## config.mk

```make
export PLATFORM = sky130hd
export DESIGN_NAME = sae_ctrl
export DESIGN_NICKNAME = d
export VERILOG_FILES = /design/src/sv/sae_pkg.sv /design/src/sv/sae_ctrl.sv
export SDC_FILE = /design/constraint.sdc
export NUM_CORES = 1
export LEC_CHECK = 0
export BUFFER_PORTS_ARGS = -buffer_cell sky130_fd_sc_hd__buf_2
export CORE_ASPECT_RATIO = 1.5
export CORE_MARGIN = 2
export CORE_UTILIZATION = 45
export CTS_CLUSTER_SIZE = 40
export DETAILED_ROUTE_END_ITERATION = 8
export PLACE_DENSITY = 0.66
export SLEW_MARGIN = 0
export SYNTH_ARGS = -nofsm -noshare
export SYNTH_HDL_FRONTEND = slang
export SYNTH_SLANG_ARGS = --single-unit
```

## constraint.sdc

```tcl
create_clock -name i_clk -period 1.7 [get_ports i_clk]
set_clock_uncertainty 0.1 [all_clocks]
set_input_delay 0.425 -clock i_clk [delete_from_list [all_inputs] [get_ports i_clk]]
set_output_delay 0.425 -clock i_clk [all_outputs]
set_load 0.02 [all_outputs]
```

## src/sv/sae_pkg.sv

```systemverilog
// Package: constants, item types, FSM and command types of the edge store.
`default_nettype none
package sae_pkg;
    localparam int MAX_VERTICES = 1024;
    localparam int MAX_EDGES    = 8192;
    localparam int BATCH_MAX    = 64;

    localparam int VW    = $clog2(MAX_VERTICES);
    localparam int CW    = $clog2(MAX_EDGES) + 1;
    localparam int NAW   = $clog2(MAX_EDGES);
    localparam int LSD   = MAX_VERTICES + 1;
    localparam int LSAW  = $clog2(LSD);
    localparam int BAW   = $clog2(BATCH_MAX);
    localparam int FW    = BAW + 1;
    localparam int KW    = 2 * VW;
    localparam int NEEDW = CW + 1;
    localparam int NCW   = 11;

    localparam logic [1:0] STAT_OK    = 2'd0;
    localparam logic [1:0] STAT_RANGE = 2'd1;
    localparam logic [1:0] STAT_FULL  = 2'd2;

    typedef struct packed {
        logic        func;
        logic [15:0] vertex_a;
        logic [15:0] vertex_b;
        logic        batch_last;
    } t_in_item;

    typedef struct packed {
        logic       found;
        logic [1:0] status;
        logic       is_insert_ack;
    } t_out_item;

    typedef enum logic [4:0] {
        S_CLEAR, S_IDLE, S_QCHK, S_LS0, S_LS1, S_LS2, S_BS0, S_BS1, S_SRET,
        S_CLOSE, S_A_TOP, S_A_CAP, S_A_DUP, S_A_DUPC, S_A_CHK, S_B_TOP,
        S_B_CAP, S_SH_TOP, S_SH_WR, S_LS_RD, S_LS_WR, S_B_NEXT, S_RESP
    } t_state;

    typedef enum logic [1:0] {
        MODE_QUERY, MODE_COUNT, MODE_MERGE
    } t_mode;

    typedef enum logic [4:0] {
        OP_NOP, OP_CLR, OP_ACCEPT, OP_SRCH, OP_CAPLO, OP_CAPHI, OP_RDMID, OP_CMP,
        OP_AINIT, OP_RDBI, OP_CAPKEY, OP_RDBJ, OP_JINC, OP_ANEXT, OP_INEXT,
        OP_BINIT, OP_SHINIT, OP_RDSH, OP_WRSH, OP_WRNEW, OP_RDLSW, OP_WRLSW,
        OP_REJR, OP_REJF, OP_RESP
    } t_op;

    typedef struct packed {
        t_op op;
    } t_cmd;

    typedef struct packed {
        logic clr_done;
        logic inrange;
        logic lt;
        logic eq;
        logic dup_eq;
        logic j_lt_i;
        logic i_lt_fill;
        logic bad;
        logic over;
        logic need_over;
        logic ptr_gt_lo;
        logic w_last;
        logic hit;
    } t_stat;
endpackage
`default_nettype wire

```

## src/sv/sae_ctrl.sv

```systemverilog
// Controller: sequences clear, query search, batch count and merge.
`default_nettype none
module sae_ctrl (
    input  wire logic           i_clk,
    input  wire logic           i_rst_n,
    input  wire logic           i_start,
    input  wire logic           i_func,
    input  wire logic           i_last,
    input  wire sae_pkg::t_stat i_stat,
    output sae_pkg::t_cmd       o_cmd,
    output logic                o_busy,
    output logic                o_valid
);
    import sae_pkg::*;

    t_state r_state, n_state;
    t_mode  r_mode, n_mode;

    always_ff @(posedge i_clk) begin
        if (!i_rst_n) begin
            r_state <= S_CLEAR;
            r_mode  <= MODE_QUERY;
        end else begin
            r_state <= n_state;
            r_mode  <= n_mode;
        end
    end

    always_comb begin
        n_state  = r_state;
        n_mode   = r_mode;
        o_cmd.op = OP_NOP;
        o_busy   = r_state != S_IDLE;
        o_valid  = 1'b0;
        case (r_state)
            S_CLEAR: begin
                o_cmd.op = OP_CLR;
                if (i_stat.clr_done) n_state = S_IDLE;
            end
            S_IDLE: begin
                if (i_start) begin
                    o_cmd.op = OP_ACCEPT;
                    if (!i_func) begin
                        n_state = S_QCHK;
                    end else if (i_last) begin
                        n_state = S_CLOSE;
                    end
                end
            end
            S_QCHK: begin
                n_mode  = MODE_QUERY;
                n_state = i_stat.inrange ? S_LS0 : S_RESP;
            end
            S_LS0: begin
                o_cmd.op = OP_SRCH;
                n_state  = S_LS1;
            end
            S_LS1: begin
                o_cmd.op = OP_CAPLO;
                n_state  = S_LS2;
            end
            S_LS2: begin
                o_cmd.op = OP_CAPHI;
                n_state  = S_BS0;
            end
            S_BS0: begin
                if (i_stat.lt) begin
                    o_cmd.op = OP_RDMID;
                    n_state  = S_BS1;
                end else begin
                    n_state = S_SRET;
                end
            end
            S_BS1: begin
                o_cmd.op = OP_CMP;
                n_state  = i_stat.eq ? S_SRET : S_BS0;
            end
            S_SRET: begin
                case (r_mode)
                    MODE_COUNT: begin
                        o_cmd.op = OP_ANEXT;
                        n_state  = S_A_TOP;
                    end
                    MODE_MERGE: begin
                        if (i_stat.hit) begin
                            o_cmd.op = OP_INEXT;
                            n_state  = S_B_TOP;
                        end else begin
                            o_cmd.op = OP_SHINIT;
                            n_state  = S_SH_TOP;
                        end
                    end
                    default: n_state = S_RESP;
                endcase
            end
            S_CLOSE: begin
                if (i_stat.bad) begin
                    o_cmd.op = OP_REJR;
                    n_state  = S_RESP;
                end else if (i_stat.over) begin
                    o_cmd.op = OP_REJF;
                    n_state  = S_RESP;
                end else begin
                    o_cmd.op = OP_AINIT;
                    n_state  = S_A_TOP;
                end
            end
            S_A_TOP: begin
                if (i_stat.i_lt_fill) begin
                    o_cmd.op = OP_RDBI;
                    n_state  = S_A_CAP;
                end else begin
                    n_state = S_A_CHK;
                end
            end
            S_A_CAP: begin
                o_cmd.op = OP_CAPKEY;
                n_state  = S_A_DUP;
            end
            S_A_DUP: begin
                if (i_stat.j_lt_i) begin
                    o_cmd.op = OP_RDBJ;
                    n_state  = S_A_DUPC;
                end else begin
                    n_mode  = MODE_COUNT;
                    n_state = S_LS0;
                end
            end
            S_A_DUPC: begin
                if (i_stat.dup_eq) begin
                    o_cmd.op = OP_INEXT;
                    n_state  = S_A_TOP;
                end else begin
                    o_cmd.op = OP_JINC;
                    n_state  = S_A_DUP;
                end
            end
            S_A_CHK: begin
                if (i_stat.need_over) begin
                    o_cmd.op = OP_REJF;
                    n_state  = S_RESP;
                end else begin
                    o_cmd.op = OP_BINIT;
                    n_state  = S_B_TOP;
                end
            end
            S_B_TOP: begin
                if (i_stat.i_lt_fill) begin
                    o_cmd.op = OP_RDBI;
                    n_state  = S_B_CAP;
                end else begin
                    n_state = S_RESP;
                end
            end
            S_B_CAP: begin
                o_cmd.op = OP_CAPKEY;
                n_mode   = MODE_MERGE;
                n_state  = S_LS0;
            end
            S_SH_TOP: begin
                if (i_stat.ptr_gt_lo) begin
                    o_cmd.op = OP_RDSH;
                    n_state  = S_SH_WR;
                end else begin
                    o_cmd.op = OP_WRNEW;
                    n_state  = S_LS_RD;
                end
            end
            S_SH_WR: begin
                o_cmd.op = OP_WRSH;
                n_state  = S_SH_TOP;
            end
            S_LS_RD: begin
                o_cmd.op = OP_RDLSW;
                n_state  = S_LS_WR;
            end
            S_LS_WR: begin
                o_cmd.op = OP_WRLSW;
                n_state  = i_stat.w_last ? S_B_NEXT : S_LS_RD;
            end
            S_B_NEXT: begin
                o_cmd.op = OP_INEXT;
                n_state  = S_B_TOP;
            end
            S_RESP: begin
                o_cmd.op = OP_RESP;
                o_valid  = 1'b1;
                n_state  = S_IDLE;
            end
            default: n_state = S_IDLE;
        endcase
    end
endmodule
`default_nettype wire

```

Word-level counts from Yosys, hierarchy flattened --
Index checks and enable logic that the tools add are counted.
Operators by class: equal/unequal tests 29, multiplexer cells 34, reductions and logical operators 6
Operators with widths (count):
- $pmux W5 S22 | 1
- $pmux W5 S20 | 1
- $mux W5 | 13
- $eq A5 B4 Y1 const B | 8
- $eq A5 B5 Y1 const B | 7
- $eq A5 B3 Y1 const B | 4
- $mux W4 | 5
- $pmux W5 S2 | 2
- $mux W3 | 5
- $eq A5 B2 Y1 const B | 2
- $mux W2 | 4
- $ne A2 B2 Y1 const B | 3
- $pmux W2 S3 | 1
- $eq A5 B1 Y1 const B | 1
- $logic_not A5 Y1 | 1
- $ne A5 B1 Y1 const B | 1
- $reduce_or A2 Y1 | 2
- $ne A3 B3 Y1 const B | 1
- $reduce_and A3 Y1 | 1
- $reduce_bool A3 Y1 | 1
- $eq A2 B1 Y1 const B | 1
- $eq A2 B2 Y1 const B | 1
- $mux W1 | 2
- $reduce_and A2 Y1 | 1
Storage, ports and cells: flip-flop bits (word level) 7, bits of input ports 18, output and inout bits 7, logic and storage cells 71

Depth between registers and ports, before layout --
Gate-level depths: netlist of run 1.
depth after elaboration 4, depth in mapped cells 8, gate-level depth less buffers 6

Worst setup path before layout of run 1 --
OpenSTA, ideal clock, no wires.
path type reg-to-output, start reg r_state[1], end out o_cmd[0] (netlist bit), arrival time 1471 ps, required time 1175 ps, setup slack -296 ps, stages on the path, launching flop included 6, buffers on the path 1, cells stage by stage dfxtp_1 > buf_4 > nand2b_1 > nand2b_1 > or3b_2 > o211ai_1
RTL lines:
- start, declared | line sae_ctrl.sv:16 | t_state r_state, n_state;
- start signal, assigned | line sae_ctrl.sv:24 | r_state <= n_state;
- end, declared | line sae_ctrl.sv:10 | output sae_pkg::t_cmd o_cmd,

==> run metrics, run 1 <==
top cells by area, synth dfxtp_1 (12%), a21oi_1 (6.7%), nor2_1 (6.0%), o21ai_0 (5.5%), nand2_1 (5.3%); Top Layer Used met4; DR DRC count 0; Inserted Diodes 0; Max Freq 0.4373 GHz; Reg clk slew, reported paths ~0.050 ns; yosys warns 0; cts hold-fix bufs 0; critical path start-end classification register to output port; Die Area around 3100 um2; drt via density ~6.6; Top Ports 25; R2R Setup Slk -0.32 ns; leading area contributor after synthesis dfxtp_1; Slew Limit Fails 0; width of the die 46.05 um; Syn Area/Cell 6.595 um2; Hold Path Origin i_rst_n; H-tree lvl count 1; Num Clock Sinks 7; nets 290; status finished, violations left; crit path time final around 2.3 ns; drt wl/cell 20.20 um; global-route wire length before repair slightly below 9000 um; # setup viols final 13; Post-Syn Nets 202; Syn Inst Count 181; RSZ-0062 raised after global routing yes; gpl congestion 1.018; failing checks setup timing; Clock Tree Buf Depth 2; total number of vias 1925; Final Core Density 86.77%; M1 wire length ~2200 um; P per Cell Area 543.3 nW/um2; RR Startpoint r_state[2]$_SDFFE_PN0P_; hold path depth 2; CTS buffer count 3; Critical Path RT about 1.2 ns; Place WS -0.4543 ns; commonest non-fill, non-tap cell in the layout buf_4; vias in the first global route ~1900; starting density of the core 48.18%; Synth async-reset ratio 0%; Max VDD drop 0.4615 mV; Chip Height 67.08 um; count of cell types in the netlist 56; IO Port Bufs 24; DR WL met3 456 um; WL final 5899 um; initial antenna violation count 0; Netlist Area Pre-Place around 1200 um2; clk_lat worst skew about 0.26 ns; Post-synth EDFFs 0; Worst Path Arrival 1.76 ns; relative slew slack 61.18%; final hold vios 0; wire length on met2 2915 um; dpl hpwl 4004 um; Final Cycle Share 134.5%; Initial DRC Count 123; Crit Reg-Reg Endpoint r_state[1]$_SDFFE_PN0P_; layout cells sized above 1 a little over half; Routed Antenna Nets 0; LEAKAGE 0.0009331 uW; endpoint class of the critical path output port; worst reg2reg path depth 9; CTS root buffer clkbuf_4; CTS tree yes; Seq/Total Area, Yosys 11.74%; CP Launch Type register; Hold Path End r_state[2]$_SDFFE_PN0P_; post-synth top area share between 10% and 20%; Worst Max-Slew Pin Slew 0.5676 ns; Top FF cell, synth dfxtp_1; Worst Setup Slack, final -0.5869 ns; Tot Pwr 1168 uW; gr usage total 39.76%; hold crit path type input pin to register; Site Rows 22; most frequent cells in the layout buf_4 (55), buf_6 (23), nor2_1 (17), buf_2 (17), nand2_1 (15); core area 2477 um2; largest net degree at the start of global routing 13; DRT Pass-1 Iters 5; MaxCap Viol Count 0; Congestion Overflow GR 0; Yosys reg bits 7; synth-to-layout area growth 80.08%; CP Max Fanout 6
[cells in the mapped netlist, types with 2 or more instances]
cell,n
a21o_1,2
a21oi_1,16
a31oi_1,8
and2_1,3
buf_2,9
buf_4,5
dfxtp_1,7
ha_1,3
inv_1,8
mux2i_1,2
nand2_1,17
nand2b_1,6
nor2_1,19
nor2b_1,7
nor3_1,4
nor4b_1,2
o211ai_1,3
o21ai_0,13
o21ai_1,2
o22ai_1,4
o31a_1,2
o31ai_1,2
o32ai_1,2
or2_1,2
or4_1,2
[logic make-up after synthesis]
kind of cell | after synthesis | synth area share, %
and+or+nand+nor | 77 | 35.96
adders and majority gates | 3 | 3.145
buffers and inverters | 24 | 10.06
AOI/OAI and AO/OA | 68 | 37.42
muxes | 2 | 1.677
DFF | 7 | 11.74
[report_power, final]
| part | switching (uW) | leakage (uW) | internal (uW) |
|---|---|---|---|
| sequential | 27.6 | 0.0000612 | 177 |
| combinational | 396 | 0.000857 | 408 |
| clock | 69.6 | 0.0000150 | 90.1 |
| total | 493 | 0.000933 | 675 |
[how the worst max path moves through the flow]
stage                            startpoint                 endpoint  cells after the start
floorplan           r_state[4]$_SDFFE_PN0P_                 o_cmd[3]                      6
CTS                 r_state[4]$_SDFFE_PN0P_                 o_cmd[3]                      6
finish              r_state[4]$_SDFFE_PN0P_                 o_cmd[3]                      7
global placement    r_state[2]$_SDFFE_PN0P_  r_state[1]$_SDFFE_PN0P_                      8
global route         r_mode[0]$_SDFFE_PN0P_                 o_cmd[3]                      7
detailed placement  r_state[2]$_SDFFE_PN0P_  r_state[1]$_SDFFE_PN0P_                      8
[final cells by class]
class | instances | area [um2]
Clock buffer | 4 | 26.28
Fill cell | 128 | 327.8
Inverter | 9 | 33.78
Multi-Input combinational cell | 150 | 1099
Sequential cell | 7 | 158.9
Tap cell | 24 | 30.03
Timing Repair Buffer | 98 | 802.0
[repair_timing]
item / 4_1_cts / 5_1_grt
endpoints found under the setup margin: 14 / 14
pin swaps: 11 / 22
gates resized for setup: 49 / 41
buffers inserted: 8 / 8
[flip-flops by register name (all words and copies together), names as in the netlist]
register  flops
r_mode        2
r_state       5
[routing by layer]
metal	vias up	global-route usage [%]
met4	0	22.14
met1	885	46.58
li1	849	-
met2	152	67.53
met3	39	3.252
met5	-	0
[per-stage QoR]
step	cells	cell area, um2	hold slack [ns]	setup TNS, ns
final	292	2150	0.3455	-4.424
after global routing	292	2150	0.3630	-4.970
after CTS	285	1942	0.3455	-4.212
after detailed placement	273	1734	0.4323	-3.879
after global placement	273	1734	0.3970	-3.785
after floorplan	181	1244	0.3824	-0.9458
[worst max-delay path, stage by stage, from the launching register on]
cell,delay [ns]
dfxtp_4,0.40
buf_6,0.13
and2b_4,0.21
nand2_4,0.09
o32a_1,0.16
o2111a_1,0.25
o211ai_1,0.10
buf_4,0.17
Power figures use the tool's default switching activity.
==> run 2, diff against run 1 <==
--- a/config.mk
+++ b/config.mk
@@ -5,13 +5,13 @@
 export SDC_FILE = /design/constraint.sdc
 export NUM_CORES = 1
 export LEC_CHECK = 0
-export BUFFER_PORTS_ARGS = -buffer_cell sky130_fd_sc_hd__buf_2
 export CORE_ASPECT_RATIO = 1.5
 export CORE_MARGIN = 2
 export CORE_UTILIZATION = 45
 export CTS_CLUSTER_SIZE = 40
 export DETAILED_ROUTE_END_ITERATION = 8
-export PLACE_DENSITY = 0.66
+export DONT_BUFFER_PORTS = 1
+export PLACE_DENSITY = 0.58
 export SLEW_MARGIN = 0
 export SYNTH_ARGS = -nofsm -noshare
 export SYNTH_HDL_FRONTEND = slang
==> run 2 against run 1 <==
Compared with the run above:
- the flow still finishes with violations (setup timing)
- first-iteration DRC count is 25% higher
- routed wire length is 18% higher
- critical path depth is 1 lower
- via count up 0.10%
- non-clock buffer count down 17
- clock-buffer cell count is the same
- sequential power about the same
- register-to-register slack lost 0.02 ns
- fmax down 2.7%
- core utilization up 5.0 points
- die area unchanged
- setup slack worse by 0.063 ns
- critical path type unchanged
- critical endpoint unchanged
- highest routed layer unchanged
==> run metrics, run 2 (same netlist as run 1, synthesis figures left out) <==
DRT Pass-1 Iters 4; CTS tree yes; Clock Tree Buf Depth 2; MaxCap Viol Count 0; Die Area 3089 um2; drt wl/cell 25.40 um; endpoint class of the critical path output port; combinational fraction of design power 68.3%; most frequent cells in the layout buf_4 (52), buf_6 (25), nor2_1 (15), nand2_1 (13); drt via density 7.007; gpl congestion between 1 and 1.5; DR DRC count 0; Top reg by flops r_state; failing checks setup timing; RSZ-0062 raised after global routing yes; layout cells sized above 1 60.56%; critical path start-end classification register to output port; vias in the first global route about 1600; Inserted Diodes 0; setup TNS -3.975 ns; Initial DRC Count 154; crit path time final 2.350 ns; Site Rows 22; Tot Pwr between 1000 and 1500 uW; Reg clk slew, reported paths roughly 0.06 ns; Final Cycle Share 138.2%; hold crit path type input pin to register; Worst Path Arrival 1.82 ns; area of the multi-input gates 1265 um2; max reg flops 5; status finished, violations left; starting density of the core 48.18%; # setup viols final 13; global-route wire length before repair 8231 um; total internal power 648.4 uW; P per Cell Area 514.3 nW/um2; Max VDD drop 0.6409 mV; total number of vias 1927; Top delay family on crit path compound AO/OA/AOI/OAI gates; commonest non-fill, non-tap cell in the layout buf_4; delay of the slowest critical-path stage 0.44 ns; Psw 520.9 uW; FF+latch area around 170 um2; LEAKAGE 0.0008769 uW; Flop pwr share 17.7%; Num Clock Sinks 7; slowest CP cell o211ai_1; IO Port Bufs 0; width of the die approximately 46 um; H-tree lvl count 1; Switching Fraction between 40% and 50%; Final Core Density roughly nine tenths; biggest registers after layout r_state: 5 flops, r_mode: 2 flops; Slew Limit Fails 0; crit-path cells buf_6 -> buf_4 -> nand2_1 -> o21ai_0 -> a21oi_1 -> o211ai_1; Routed Antenna Nets 0; CTS root buffer clkbuf_4; WL final 6984 um; nets 273; largest net degree at the start of global routing 17; Worst Setup Slack, final -0.6497 ns; CP Max Fanout 6; relative slew slack 62.73%; synth-to-layout area growth 90.46%; clock power share 14.0%; Top Ports 25; final hold vios 0; clk_lat worst skew 0.26 ns; core area 2477 um2; gr usage total 36.87%; Max Freq 0.4256 GHz; Critical Path RT 1.17 ns; CTS buffer count 3; Worst Max-Slew Pin Slew 0.5449 ns; Buf/Inv on CP 2; Chip Height 67.08 um; dpl hpwl about 3900 um; initial antenna violation count 0; fillcell total 83; Congestion Overflow GR 0; CP Launch Type register
-- run 2: changes by cell type in the layout (fill, tap and decap cells not counted), moves of 3 or more --
cell	change
buf_4	-3
ha_4	+3
dfxtp_4	+3
buf_2	-17
a21oi_2	+4
dfxtp_2	-3
nand2_2	+3
a21oi_1	-6
-- run 2: timing repair --
item | CTS | global route
endpoints found under the setup margin | 13 | 14
gates cloned | 1 | 1
hold buffers | 0 | 0
pin swaps | 20 | 26
hold endpoints to repair | 0 | 0
setup buffers | 11 | 20
gates resized for setup | 61 | 64
-- run 2: layout make-up --
type,instances,share of cell area [%]
multi-input cells,150,55.64
repair buffers,81,32.86
flip-flops and latches,7,7.320
inverters,9,1.706
well taps,24,1.321
clock buffers,4,1.156
-- run 2: metal layers --
| layer | share of wire (%) | track usage [%] | routed length, um |
|---|---|---|---|
| met5 | 0 | 0 | 0 |
| met3 | 8.1 | 2.710 | 563 |
| met1 | 35 | 43.09 | 2415 |
| met4 | 7.7 | 18.57 | 536 |
| met2 | 50 | 63.89 | 3468 |
-- run 2: power by group through the flow --
stage	logic, uW	registers (uW)	clock network (uW)
after floorplan	342	185	0
after global placement	520	198	0
after detailed placement	523	198	0
after CTS	586	197	161
after global routing	829	207	183
final	798	207	164
-- run 2: through the flow --
step,setup WS (ns),instance area (um2),hold slack [ns],instances
4_1_cts,-0.5020,1866,0.1887,258
6_report,-0.6497,2273,0.1876,275
3_3_place_gp,-0.3888,1577,0.4013,244
5_1_grt,-0.7080,2273,0.1683,275
3_5_place_dp,-0.4127,1577,0.4172,244
2_1_floorplan,-0.2643,1244,0.3824,181
-- run 2: worst register-to-register path, cell delays in order (launching register included) --
cell      delay [ns]
dfxtp_4         0.36
buf_6           0.14
buf_6           0.12
buf_6           0.11
buf_6           0.11
nor2b_4         0.13
nor3b_2         0.06
o211ai_1        0.28
o21ai_1         0.18
o41a_1          0.33
-- run 2: path summary, 6_finish.rpt --
check,start,to,slack [ns],depth (start not counted)
max,r_state[3]$_SDFFE_PN0P_,o_cmd[3],-0.65,6
min,i_rst_n,r_state[2]$_SDFFE_PN0P_,0.19,1
max reg2reg,r_state[3]$_SDFFE_PN0P_,r_state[2]$_SDFFE_PN0P_,-0.34,9
min reg2reg,r_mode[0]$_SDFFE_PN0P_,r_mode[0]$_SDFFE_PN0P_,0.50,2
==> run 3, diff against run 2 <==
--- a/config.mk
+++ b/config.mk
@@ -5,7 +5,7 @@
 export SDC_FILE = /design/constraint.sdc
 export NUM_CORES = 1
 export LEC_CHECK = 0
-export CORE_ASPECT_RATIO = 1.5
+export CORE_ASPECT_RATIO = 1.75
 export CORE_MARGIN = 2
 export CORE_UTILIZATION = 45
 export CTS_CLUSTER_SIZE = 40
==> run 3 against run 2 <==
Compared with the run above:
- the run still ends with setup timing left
- via count is 7.5% lower
- critical endpoint unchanged
- power down 4.3%
- setup slack improved by 0.11 ns
- critical path depth unchanged
- combinational power is 16% lower
- routed wire length fell by 21%
- core utilization is 14 points lower
- flip-flop and latch count did not move
- first-iteration DRC count down 17%
- clock-buffer cell count did not move
==> run metrics, run 3 (same netlist as run 1, synthesis figures left out) <==
status finished, violations left; failing checks setup timing; Inserted Diodes 0; most frequent cells in the layout buf_4 (54), nor2_1 (15), nand2_1 (13), buf_6 (12), a21oi_1 (10); DR DRC count 0; MaxCap Viol Count 0; Routed Antenna Nets 0; total number of vias 1782; Chip Height roughly 70 um; Post-Layout Inst Area between 1500 and 2000 um2; starting density of the core 47.89%; IO Port Bufs 0; clk_lat worst skew 0.23 ns; critical path start-end classification register to output port; CTS buffer count 3; Worst Setup Slack, final -0.5392 ns; H-tree lvl count 1; relative slew slack 75.31%; WL final around 5500 um; DP Area about 1600 um2; nets 260; GRT met3 Usage ~5.5%; FF+latch area between 150 and 200 um2; met2 usage around 65%; area of the multi-input gates 1107 um2; Clock Tree Buf Depth 2; core area ~2500 um2; gpl congestion 0.9707; Worst Max-Slew Pin Slew 0.3611 ns; synth-to-layout area growth 63.10%; Reg clk slew, reported paths 0.05 ns; commonest non-fill, non-tap cell in the layout buf_4; width of the die 42.93 um; final hold vios 0; grt met1 use 40.15%; Top Ports 25; dpl hpwl 4026 um; Die Area between 3000 and 4000 um2; endpoint class of the critical path output port; Final Core Density 78.11%; hold crit path type input pin to register; global route hottest layer met2; RSZ-0062 raised after global routing yes; CP Launch Type register; crit path time final 2.239 ns; cts hold-fix bufs 0; Worst Path Arrival roughly 1.7 ns; CTS root buffer clkbuf_8; drt wl/cell between 20 and 25 um; initial antenna violation count 0; Top reg by flops r_state; Congestion Overflow GR 0; Max Freq 0.4466 GHz; CP Max Fanout 4; vias in the first global route 1851; Site Rows 24; drt via density between 6 and 7; CTS tree yes; Critical Path RT 1.17 ns; # setup viols final 12; Initial DRC Count approximately 130; Final Cycle Share 131.7%; Num Clock Sinks 7; P per Cell Area around 570 nW/um2; biggest registers after layout r_state: 5 flops, r_mode: 2 flops; max reg flops 5; Slew Limit Fails 0; layout cells sized above 1 approximately 50%; DRT Pass-1 Iters 5; global-route wire length before repair 8735 um; LEAKAGE between 0.0007 and 0.0008 uW; gr usage total 36.45%; Max VDD drop 0.6613 mV; fillcell total 179; largest net degree at the start of global routing 15
==> run 3: cell types whose count changed in the layout (fill, tap and decap cells not counted), moves of 3 or more <==
cell,previous run,this run
dfxtp_2,0,3
clkbuf_4,3,0
dfxtp_4,7,3
a21oi_1,7,10
buf_6,25,12
clkbuf_8,0,3
==> run 3: cell type report <==
class                           instances  share of cell area, %
Clock buffer                            4                  2.314
Multi-Input combinational cell        150                  56.88
Inverter                                9                  1.864
Tap cell                               26                  1.671
Timing Repair Buffer                   68                  29.31
Sequential cell                         7                  7.969
==> run 3: report_power, final <==
group          total (uW)  internal, uW  switching, uW
Sequential            196           175           20.3
Clock                 252           164           88.4
Combinational         671           323            348
==> run 3: path summary, 6_finish.rpt <==
check,end,from,depth (start not counted),slack [ns]
max,o_cmd[3],r_state[3]$_SDFFE_PN0P_,6,-0.54
min,r_state[4]$_SDFFE_PN0P_,i_rst_n,1,0.21
max reg2reg,r_state[1]$_SDFFE_PN0P_,r_state[2]$_SDFFE_PN0P_,9,-0.17
min reg2reg,r_mode[0]$_SDFFE_PN0P_,r_mode[0]$_SDFFE_PN0P_,2,0.42
==> run 3: critical path, cell delays in order, from the launching register on <==
cell and delay (ns):
dfxtp_2 0.36, buf_4 0.13, nand2_2 0.07, or4_4 0.49
o2111a_1 0.18, o211ai_1 0.09, buf_4 0.17
==> run 3: timing repair <==
item                                    in CTS  in global routing
buffers inserted                             8                  3
resized for setup                           50                 20
endpoints found under the setup margin      14                 14
pin swaps                                   15                 14
==> run 3: per-layer routing <==
layer / vias to the layer above / wire (um) / share of wire (%)
met2: 128 / 2845 / 52
met4: 0 / 355 / 6.4
met5: - / 0 / 0
li1: 785 / - / -
met3: 35 / 438 / 8.0
met1: 834 / 1869 / 34
==> run 3: metrics by stage <==
stage	total power (uW)	setup TNS [ns]	setup WS [ns]	hold WS, ns	cells
4_1_cts	1068	-3.494	-0.5172	0.2159	262
5_1_grt	1163	-4.239	-0.5829	0.2183	264
3_3_place_gp	747.9	-3.316	-0.4884	0.4071	251
3_5_place_dp	756.0	-3.362	-0.4751	0.4099	251
2_1_floorplan	526.3	-0.9458	-0.2643	0.3824	181
6_report	1119	-3.459	-0.5392	0.2147	264
